**src/design/sliding_window_maximum_assert.svh**
```systemverilog
`ifndef SLIDING_WINDOW_MAXIMUM_ASSERT_SVH
`define SLIDING_WINDOW_MAXIMUM_ASSERT_SVH

// Same-cycle implication, checked out of reset.
`define SWM_ASSERT_IMP(lbl, ante, cons, msg) \
  lbl: assert property (@(posedge clk_i) disable iff (!rst_ni) (ante) |-> (cons)) \
    else $error(msg);

// Next-cycle implication, checked out of reset.
`define SWM_ASSERT_NXT(lbl, ante, cons, msg) \
  lbl: assert property (@(posedge clk_i) disable iff (!rst_ni) (ante) |=> (cons)) \
    else $error(msg);

`endif

```
**src/design/swm_pkg.sv**
```systemverilog
package swm_pkg;

  localparam int unsigned MAX_WINDOW = 64;
  localparam int unsigned DATA_W     = 32;
  localparam int unsigned WS_W       = 7;
  // arrival position, wraps at a power of two of at least 2*MAX_WINDOW
  localparam int unsigned POS_W      = $clog2(2 * MAX_WINDOW);
  localparam int unsigned CNT_W      = $clog2(MAX_WINDOW + 1);
  localparam int unsigned CMP_W      = (POS_W > WS_W) ? POS_W : WS_W;

  localparam logic [WS_W-1:0] WS_RESET = WS_W'(1);

  // register byte addresses
  localparam logic [2:0] ADDR_WINDOW_SIZE = 3'd0;

  typedef struct packed {
    logic                     valid;
    logic signed [DATA_W-1:0] value;
    logic [POS_W-1:0]         pos;
  } entry_t;

  typedef struct packed {
    logic                     shift;   // drop the head, move every entry one cell forward
    logic                     insert;  // place the new word behind the surviving candidates
    logic                     clear;   // end of array
    logic signed [DATA_W-1:0] sample;
    logic [POS_W-1:0]         pos;
  } ctrl_t;

endpackage

```
**src/design/swm_cell.sv**
```systemverilog
module swm_cell (
  input  logic           clk_i,
  input  logic           rst_ni,
  input  swm_pkg::ctrl_t ctrl_i,
  input  swm_pkg::entry_t next_i,       // neighbor toward the tail
  input  logic           prev_kept_i,   // neighbor toward the head survives
  output swm_pkg::entry_t entry_o,
  output logic           kept_o
);

  logic                             valid_q, valid_d;
  logic signed [swm_pkg::DATA_W-1:0] value_q, value_d;
  logic [swm_pkg::POS_W-1:0]        pos_q, pos_d;
  swm_pkg::entry_t                  own;
  swm_pkg::entry_t                  view;

  assign own     = '{valid: valid_q, value: value_q, pos: pos_q};
  assign entry_o = own;

  // contents as seen after an optional one-cell advance
  assign view   = ctrl_i.shift ? next_i : own;
  assign kept_o = view.valid && (view.value > ctrl_i.sample);

  always_comb begin
    valid_d = valid_q;
    value_d = value_q;
    pos_d   = pos_q;
    if (ctrl_i.clear) begin
      valid_d = 1'b0;
    end else if (ctrl_i.insert) begin
      if (kept_o) begin
        valid_d = 1'b1;
        value_d = view.value;
        pos_d   = view.pos;
      end else if (prev_kept_i) begin
        valid_d = 1'b1;
        value_d = ctrl_i.sample;
        pos_d   = ctrl_i.pos;
      end else begin
        valid_d = 1'b0;
      end
    end else if (ctrl_i.shift) begin
      valid_d = view.valid;
      value_d = view.value;
      pos_d   = view.pos;
    end
  end

  always_ff @(posedge clk_i or negedge rst_ni) begin
    if (!rst_ni) begin
      valid_q <= 1'b0;
    end else begin
      valid_q <= valid_d;
    end
  end

  always_ff @(posedge clk_i) begin
    value_q <= value_d;
    pos_q   <= pos_d;
  end

endmodule

```
**config.mk**
```make
export PLATFORM = sky130hd
export DESIGN_NAME = swm_cell
export DESIGN_NICKNAME = d
export VERILOG_FILES = /design/src/design/sliding_window_maximum_assert.svh /design/src/design/swm_pkg.sv /design/src/design/swm_cell.sv
export SDC_FILE = /design/constraint.sdc
export NUM_CORES = 1
export LEC_CHECK = 0
export ABC_CLOCK_PERIOD_IN_PS = 5700
export BUFFER_PORTS_ARGS = -buffer_cell sky130_fd_sc_hd__buf_2
export CORE_UTILIZATION = 46
export DETAILED_ROUTE_END_ITERATION = 8
export GPL_ROUTABILITY_DRIVEN = 0
export GPL_TIMING_DRIVEN = 1
export PLACE_DENSITY = 0.87
export SLEW_MARGIN = 15
export SYNTH_ARGS = -nofsm -noshare
export SYNTH_HDL_FRONTEND = slang
export SYNTH_SLANG_ARGS = --single-unit
```
**constraint.sdc**
```tcl
create_clock -name clk_i -period 5.7 [get_ports clk_i]
set_input_delay 0.57 -clock clk_i [delete_from_list [all_inputs] [get_ports clk_i]]
set_output_delay 0.57 -clock clk_i [all_outputs]
set_load 0.02 [all_outputs]
```
Word-level counts from Yosys, hierarchy flattened
Cells that the tools add are included.

cells by class
  $add $sub $neg = 0
  $mul = 0
  div/mod/pow operators = 0
  $lt $le $gt $ge = 1
  equal/unequal tests = 1
  shift operators = 0
  mux-type cells = 14
  bitwise gates (word level) = 1
  reductions and logical operators = 4

operator list
  kind                  count
  $mux W32              4
  $mux W40              1
  $gt A32 B32 Y1        1
  $mux W7               4
  $mux W1               5
  $ne A3 B1 Y1 const B  1
  $reduce_and A3 Y1     1
  $reduce_bool A3 Y1    1
  $reduce_bool A2 Y1    1
  $logic_and A1 B1 Y1   1
  $not A1 Y1            1

word-level totals
  register bits after elaboration = 40
  latch bits = 0
  bits in writable memories = 0
  ROM bits = 0
  input port bits = 85
  word-level logic and storage cells = 24
  memories kept = 0

Logic depth before layout (Yosys ltp)
Gate-level depths: netlist (run 1).

  word-level depth = 6
  depth in mapped cells = 14
  depth with buffers taken out = 10

Worst setup path after synthesis (run 1)
OpenSTA, ideal clock, no wires.

  path type = in2reg
  from = input port ctrl_i[41] (netlist bit)
  to = register pos_q[0] (netlist bit) (enable)
  library setup time = 0.484 ns
  arrival = 5.697 ns
  required time = 5.216 ns
  path slack = -0.481 ns
  cell stages on the path = 11
  path through = clkbuf_1 -> clkbuf_1 -> mux2_2 -> ha_1 -> a21oi_1 -> nand2_1 -> a221o_1 -> a211oi_4 -> or2_2 -> a311oi_1 -> nor3_1

between the ends
  word-level cells in the longest chain between the ends = 5
  elaborated cells on any way between the ends = 6
  those cells by class = order compare: 1; eq/ne: 1; mux: 1; reduce/logical: 3

ends and longest elaborated chain
  what                                  line            text
  start, declared                       swm_cell.sv:4   input swm_pkg::ctrl_t ctrl_i,
  $mux W40                              swm_cell.sv:21  assign view = ctrl_i.shift ? next_i : own;
  $gt A32 B32 Y1                        swm_cell.sv:22  assign kept_o = view.valid && (view.value > ctrl_i.sample);
  $logic_and A1 B1 Y1                   swm_cell.sv:22
  $ne A3 B1 Y1 (no source line)         --
  $reduce_and A3 Y1 (no source line) *  --
  end signal, assigned                  swm_cell.sv:59  pos_q <= pos_d;
  end, declared                         swm_cell.sv:13  logic [swm_pkg::POS_W-1:0] pos_q, pos_d;

Every way passes the cells marked *; elsewhere a longest branch is shown, timed or not.
A chain may end at the register's enable or synchronous reset.

Worst setup path in the final report (run 1)
  from = input port ctrl_i[41] (netlist bit)
  to = register pos_q[6] (netlist bit) (data pin)

between the ends
  word-level cells in the longest chain between the ends = 5
  elaborated cells on any way between the ends = 6
  those cells by class = order compare: 1; mux: 4; reduce/logical: 1

ends and longest elaborated chain
  what                 line            text
  $mux W40 *           swm_cell.sv:21
  $gt A32 B32 Y1       swm_cell.sv:22
  $logic_and A1 B1 Y1  swm_cell.sv:22
  $mux W7              swm_cell.sv:31  if (kept_o) begin
  $mux W7 *            swm_cell.sv:30  end else if (ctrl_i.insert) begin

Every way passes the cells marked *; elsewhere a longest branch is shown, timed or not. The select of a mux whose other input is x is not followed.

==> results_dict.tcl, run 1 <==
set metrics [dict create \
    htree_levels 2 \
    report.final.slew_viol_count 0 \
    worst_slack_ps 1040 \
    num_antenna_cells 0 \
    ys_top_cells_by_area "edfxtp_1, ha_1, mux2_2" \
    period_share 0.817 \
    drc 0 \
    cts_tree "done" \
    port_buffers 125 \
    synth_nets 463 \
    synth_edf_count 39 \
    critPathMaxStageDelay_ps 750 \
    reg2reg_setup_slack_ps 1720 \
    drive_gt1_frac 0.387 \
    rows 31 \
    grt_setup_unrepaired "no" \
    synth_compound_area_frac 0.183 \
    crit-reg2reg-capture "value_q[29]$_DFFE_PP_" \
    cp_slowest_cell "a211o_1" \
    required_ps 5750 \
    wl_per_cell_um 16.3 \
    via_per_inst 5.71 \
    hp-class "input pin to async pin" \
    die_w_um 88.7 \
    endpoint_kind "flip-flop" \
    path_common_cell "buf_4" \
    dr.pass1.iters 4 \
    start_util 0.477 \
    dieArea_mm2 0.00787 \
    synth-xor-area-share 0 \
    slew-limit-headroom 0.389 \
    synth.most_common_cell "inv_1" \
    cp.arrival_ps 4700 \
    async_flop_share 0.0250 \
    vias 3203 \
    cts_buffers 5 \
    synthesis.area_mm2 0.00346 \
    final_nets 578 \
    cp_max_fo 25 \
    place_ws_ps 737 \
    cts_sinks 40 \
    crit_type "input pin to flip-flop" \
    ir_worst_vdd_v 0.000141 \
    clock_latency_ps 290 \
    synth_top_area_share 0.339 \
    synth_mux_area_frac 0.195 \
    syn_inst 346 \
    startpoint_type "input pin" \
    grt_pass1_wl_mm 14.1 \
    ios 126 \
    ys_types 37 \
    yosys.area_share.simple 0.0756 \
    skew_ps 5.76 \
    grt_pass1_vias 3158 \
    cts_resized 0 \
    grt_overflow 0 \
    syn_to_final_growth_pct 23.3 \
    max_cap_viol_count 0 \
    tns_ps 0 \
    cts_setup_buffers 0 \
    antenna_found_initial 0 \
    ys_seq_elements 40 \
    ys_warn_count 0 \
    grt_max_degree 44 \
    clock_tree.root_cell "clkbuf_8" \
    track_usage 0.235 \
    setup_viol_count_final 0 \
    seq_area_frac_synth 0.346 \
    core_area_mm2 0.00725 \
    holdBufCountCts 0 \
    syn_avg_cell_area_um2 10.0 \
    worst-slew-pin-transition_ps 917 \
    power_density_mw_per_mm2 226 \
    fmax_mhz 215 \
    cts_buffer_depth 2 \
    hold_viol 0 \
    drtIter0Drc 188 \
    yosysTopAreaCell "edfxtp_1" \
    hpwl_mm 7.00 \
    fin_util 0.588 \
    synthAdderAreaFrac 0.116 \
    clkTransAtPathRegs_ps 80 \
    fin_crit_ps 4660 \
    antenna_left 0 \
    wirelength_mm 9.14 \
    synth_common_cells "inv_1, edfxtp_1, ha_1, mux2_2, o21ai_0" \
    worstReg2RegStart "value_q[31]$_DFFE_PP_" \
    synth_top_family_by_area "multiplexers" \
    path_cells "buf_2 > buf_4 > mux2i_1 > inv_1 > ha_1 > nor2b_1 > o211ai_1 > a2111oi_0 > o41ai_1 > a21oi_1 > buf_4 > a211o_1 > mux2_2" \
    die_h_um 88.7 \
    ys.flop_type "edfxtp_1" \
    p_leak_nw 2.10 \
    reg2reg_depth 11 \
    status "completed" \
]
metal layers:
metal,vias to the layer above,GRT usage,part of all wire
met5,-,0,0
met4,0,0.103,0.024
met3,24,0.0513,0.074
met2,147,0.425,0.49
met1,1513,0.265,0.41
li1,1519,-,-
stage by stage:
step                instance area [um^2]  hold slack (ps)  std cells  total power (W)
floorplan                           3460              274        346         0.000627
global placement                    4160              347        553         0.000717
detailed placement                  4160              348        553         0.000734
CTS                                 4260             31.2        561         0.000967
global route                        4260             26.0        561          0.00101
finish                              4260             36.4        561         0.000963
registers in the layout (all words and copies together) (netlist names):
register	cells
pos_q	7
valid_q	1
value_q	32
layout by cell type (no fill, tap or decap), drive strengths merged, types with 2 or more instances in the layout:
cell / n
inv: 51
mux2: 38
a21oi: 14
mux2i: 21
a211oi: 2
o211a: 20
edfxtp: 39
clkbuf: 6
nor2: 5
nand4: 8
nand2: 8
a21o: 2
buf: 130
ha: 32
o21ai: 24
nand3: 3
nor3: 22
a31oi: 21
report_power, final:
| part | switching (W) | internal [W] | leakage (nW) | total (W) |
|---|---|---|---|---|
| combinational | 0.000203 | 0.000151 | 1.67 | 0.000354 |
| clock | 0.000103 | 0.000130 | 0.0552 | 0.000233 |
| sequential | 0.0000124 | 0.000363 | 0.381 | 0.000375 |
| total | 0.000318 | 0.000644 | 2.10 | 0.000963 |
critical path, delay by kind of cell:
family	cells	cell delay, ps
muxes	2	750
buffers and inverters	4	1270
and+or+nand+nor	1	170
AOI/OAI and AO/OA	5	1620
adders and majority gates	1	300
kinds of logic after synthesis:
logic type               count (synthesis)
AO/OA/AOI/OAI                           91
buffers and inverters                   73
multiplexers                            59
AND/OR/NAND/NOR                         51
flip-flops                              40
adder cells (fa/ha/maj)                 32
cell type report:
| type | count | area (um^2) |
|---|---|---|
| fill | 647 | 2990 |
| multi-input combinational | 233 | 1980 |
| sequential | 40 | 1200 |
| timing repair buffer | 130 | 663 |
| inverter | 51 | 191 |
| tap | 99 | 124 |
| clock buffer | 6 | 72.6 |
| clock inverter | 2 | 35.0 |
worst max path at each step:
stage | cells after the start | startpoint | slack (ps) | end
6_report | 13 | ctrl_i[41] | 1040 | pos_q[6]$_DFFE_PP_
3_3_place_gp | 12 | ctrl_i[41] | 1020 | value_q[22]$_DFFE_PP_
2_1_floorplan | 11 | ctrl_i[41] | 730 | pos_q[0]$_DFFE_PP_
4_1_cts | 13 | ctrl_i[41] | 1060 | pos_q[6]$_DFFE_PP_
3_5_place_dp | 13 | ctrl_i[41] | 740 | pos_q[6]$_DFFE_PP_
5_1_grt | 13 | ctrl_i[41] | 780 | pos_q[2]$_DFFE_PP_
Note: power is estimated with default switching activity, not from simulation.
==> run 2: changes to the inputs <==
--- a/config.mk
+++ b/config.mk
@@ -5,7 +5,7 @@
 export SDC_FILE = /design/constraint.sdc
 export NUM_CORES = 1
 export LEC_CHECK = 0
-export ABC_CLOCK_PERIOD_IN_PS = 5700
+export ABC_CLOCK_PERIOD_IN_PS = 3800
 export BUFFER_PORTS_ARGS = -buffer_cell sky130_fd_sc_hd__buf_2
 export CORE_UTILIZATION = 46
 export DETAILED_ROUTE_END_ITERATION = 8
==> constraint.sdc (replaced) <==
create_clock -name clk_i -period 3.8 [get_ports clk_i]
set_input_delay 0.38 -clock clk_i [delete_from_list [all_inputs] [get_ports clk_i]]
set_output_delay 0.38 -clock clk_i [all_outputs]
set_load 0.02 [all_outputs]
==> run 2 against run 1 <==
Clock-buffer cell count up 1. Flip-flop and latch count unchanged. Sequential power up 50%. Global-route usage down 1.4 points. First-iteration DRC count down 8.0%. Highest routed layer unchanged. Core utilization up 1.6 points. Design area up 2.7%.
==> results_dict.tcl, run 2 (same netlist as run 1, synthesis figures left out) <==
set metrics [dict create \
    status "completed" \
    reg2reg_setup_slack_ps 600 \
    startpoint_type "input pin" \
    crit-reg2reg-capture "value_q[23]$_DFFE_PP_" \
    grt_setup_unrepaired "no" \
    grt_overflow 0 \
    required_ps 3420 \
    die_w_um 88.7 \
    path_common_cell "buf_2" \
    cts_sinks 40 \
    slew-limit-headroom 0.462 \
    crit_path_start "ctrl_i[41]" \
    core_area_mm2 0.00725 \
    htree_levels 2 \
    regMostFlops "value_q" \
    report.final.slew_viol_count 0 \
    grt_pass1_vias 3006 \
    ir_worst_vdd_v 0.000159 \
    path_cells "buf_2 > buf_12 > mux2i_1 > inv_1 > ha_1 > a21oi_1 > o21ai_0 > o2bb2ai_1 > o41ai_1 > nand3_1 > and3_1 > buf_2" \
    layout_commonest_cell "buf_2" \
    clock_latency_ps 290 \
    drtIter0Drc 173 \
    syn_to_final_growth_pct 26.5 \
    reg2reg_depth 10 \
    vias 3155 \
    final_cell_mix "buf_2, inv_1, edfxtp_1" \
    dieArea_mm2 0.00787 \
    power_density_mw_per_mm2 317 \
    grt_pass1_wl_mm 13.3 \
    met3_length_um 831 \
    cts_buffer_depth 2 \
    setup_viol_count_final 0 \
    cts_resized 0 \
    combinationalPowerShare 0.397 \
    drc 0 \
    hpwl_mm 6.64 \
    hold_viol 0 \
    max_cap_viol_count 0 \
    hp-class "input pin to flip-flop" \
    port_buffers 125 \
    via_per_inst 5.56 \
    top_regs "value_q: 32 flops, pos_q: 7 flops, valid_q: 1 flops" \
    met2_length_mm 4.28 \
    critPathMaxStageDelay_ps 500 \
    top_layer "met4" \
    endpoint_kind "output port" \
    crit_type "input pin to output port" \
    cp.arrival_ps 3030 \
    cp_slowest_cell "o41ai_1" \
    final_nets 583 \
    cp_max_fo 41 \
    fin_crit_ps 3410 \
    grt_max_degree 42 \
    wirelength_mm 8.75 \
    antenna_found_initial 1 \
    clkTransAtPathRegs_ps 70 \
    cts_tree "done" \
    placed_area_mm2 0.00429 \
    ios 126 \
    p_int_w 0.000918 \
    fmax_mhz 294 \
    clock_tree.root_cell "clkbuf_8" \
    switching_share 0.340 \
    worst-slew-pin-transition_ps 807 \
    worstReg2RegStart "value_q[31]$_DFFE_PP_" \
    cts_setup_buffers 0 \
    holdBufCountCts 1 \
    met1_length_mm 3.53 \
    power_frac_seq 0.405 \
    hold_start "ctrl_i[39]" \
    clock_power_share 0.198 \
    design_area_mm2 0.00438 \
    p_total_w 0.00139 \
    period_share 0.896 \
    p_leak_nw 2.13 \
    start_util 0.477 \
    track_usage 0.221 \
    drive_gt1_frac 0.398 \
    cp-endpoint "kept_o" \
    power.switching_w 0.000472 \
    wl_per_cell_um 15.4 \
    die_h_um 88.7 \
    cts_buffers 5 \
    rows 31 \
    dr.pass1.iters 4 \
    tns_ps 0 \
    antenna_left 0 \
    skew_ps 9.99 \
    largest_reg_flops 32 \
]
==> run 2: changes by cell type in the layout (fill, tap and decap cells not counted), sizes merged <==
cell / before / now
buf: 130 / 134
bufinv: 1 / 0
clkbuf: 6 / 7
diode: 0 / 1
dlygate4sd3: 0 / 1
==> run 2: through the flow <==
stage / hold WS (ps) / instances / setup WS [ps] / util
after floorplan: 84.4 / 346 / 14.2 / -
after detailed placement: 156 / 557 / 113 / 0.591
after global routing: 318 / 567 / 153 / 0.604
final: 311 / 567 / 394 / 0.604
after CTS: 304 / 566 / 394 / 0.603
after global placement: 157 / 557 / 196 / 0.591
==> run 2: worst min path at each step <==
stage / end / depth (start not counted)
floorplan: valid_q$_DFFE_PN0P_ / 0
global placement: valid_q$_DFFE_PN0P_ / 1
detailed placement: valid_q$_DFFE_PN0P_ / 1
CTS: valid_q$_DFFE_PN0P_ / 2
global route: valid_q$_DFFE_PN0P_ / 2
finish: valid_q$_DFFE_PN0P_ / 2
==> run 2: power by group through the flow <==
stage                     Clock (W)  Sequential [W]  Combinational (W)
final                      0.000275        0.000563           0.000552
after CTS                  0.000279        0.000563           0.000553
after detailed placement          0        0.000572           0.000550
after global placement            0        0.000572           0.000529
after floorplan                   0        0.000620           0.000338
after global routing       0.000294        0.000568           0.000605
==> run 2: worst max-delay path: cells and delay by family <==
| family | cells | cell delay, ps |
|---|---|---|
| mux | 1 | 300 |
| fa+ha+maj | 1 | 310 |
| buf+inv | 4 | 610 |
| compound gates | 4 | 910 |
| simple gates | 2 | 500 |
==> run 2: layer usage <==
layer,vias up,track usage
met5,-,0
met1,1465,0.267
met3,11,0.0532
li1,1532,-
met2,147,0.393
met4,0,0.0572
==> run 2: area by class of cell <==
| cell class | count | area (um^2) |
|---|---|---|
| clock inverters | 1 | 3.75 |
| clock buffers | 7 | 76.3 |
| fillers | 638 | 2880 |
| repair buffers | 135 | 728 |
| inverters | 51 | 191 |
| flip-flops and latches | 40 | 1200 |
| well taps | 99 | 124 |
| multi-input cells | 233 | 2060 |
| diodes | 1 | 2.50 |
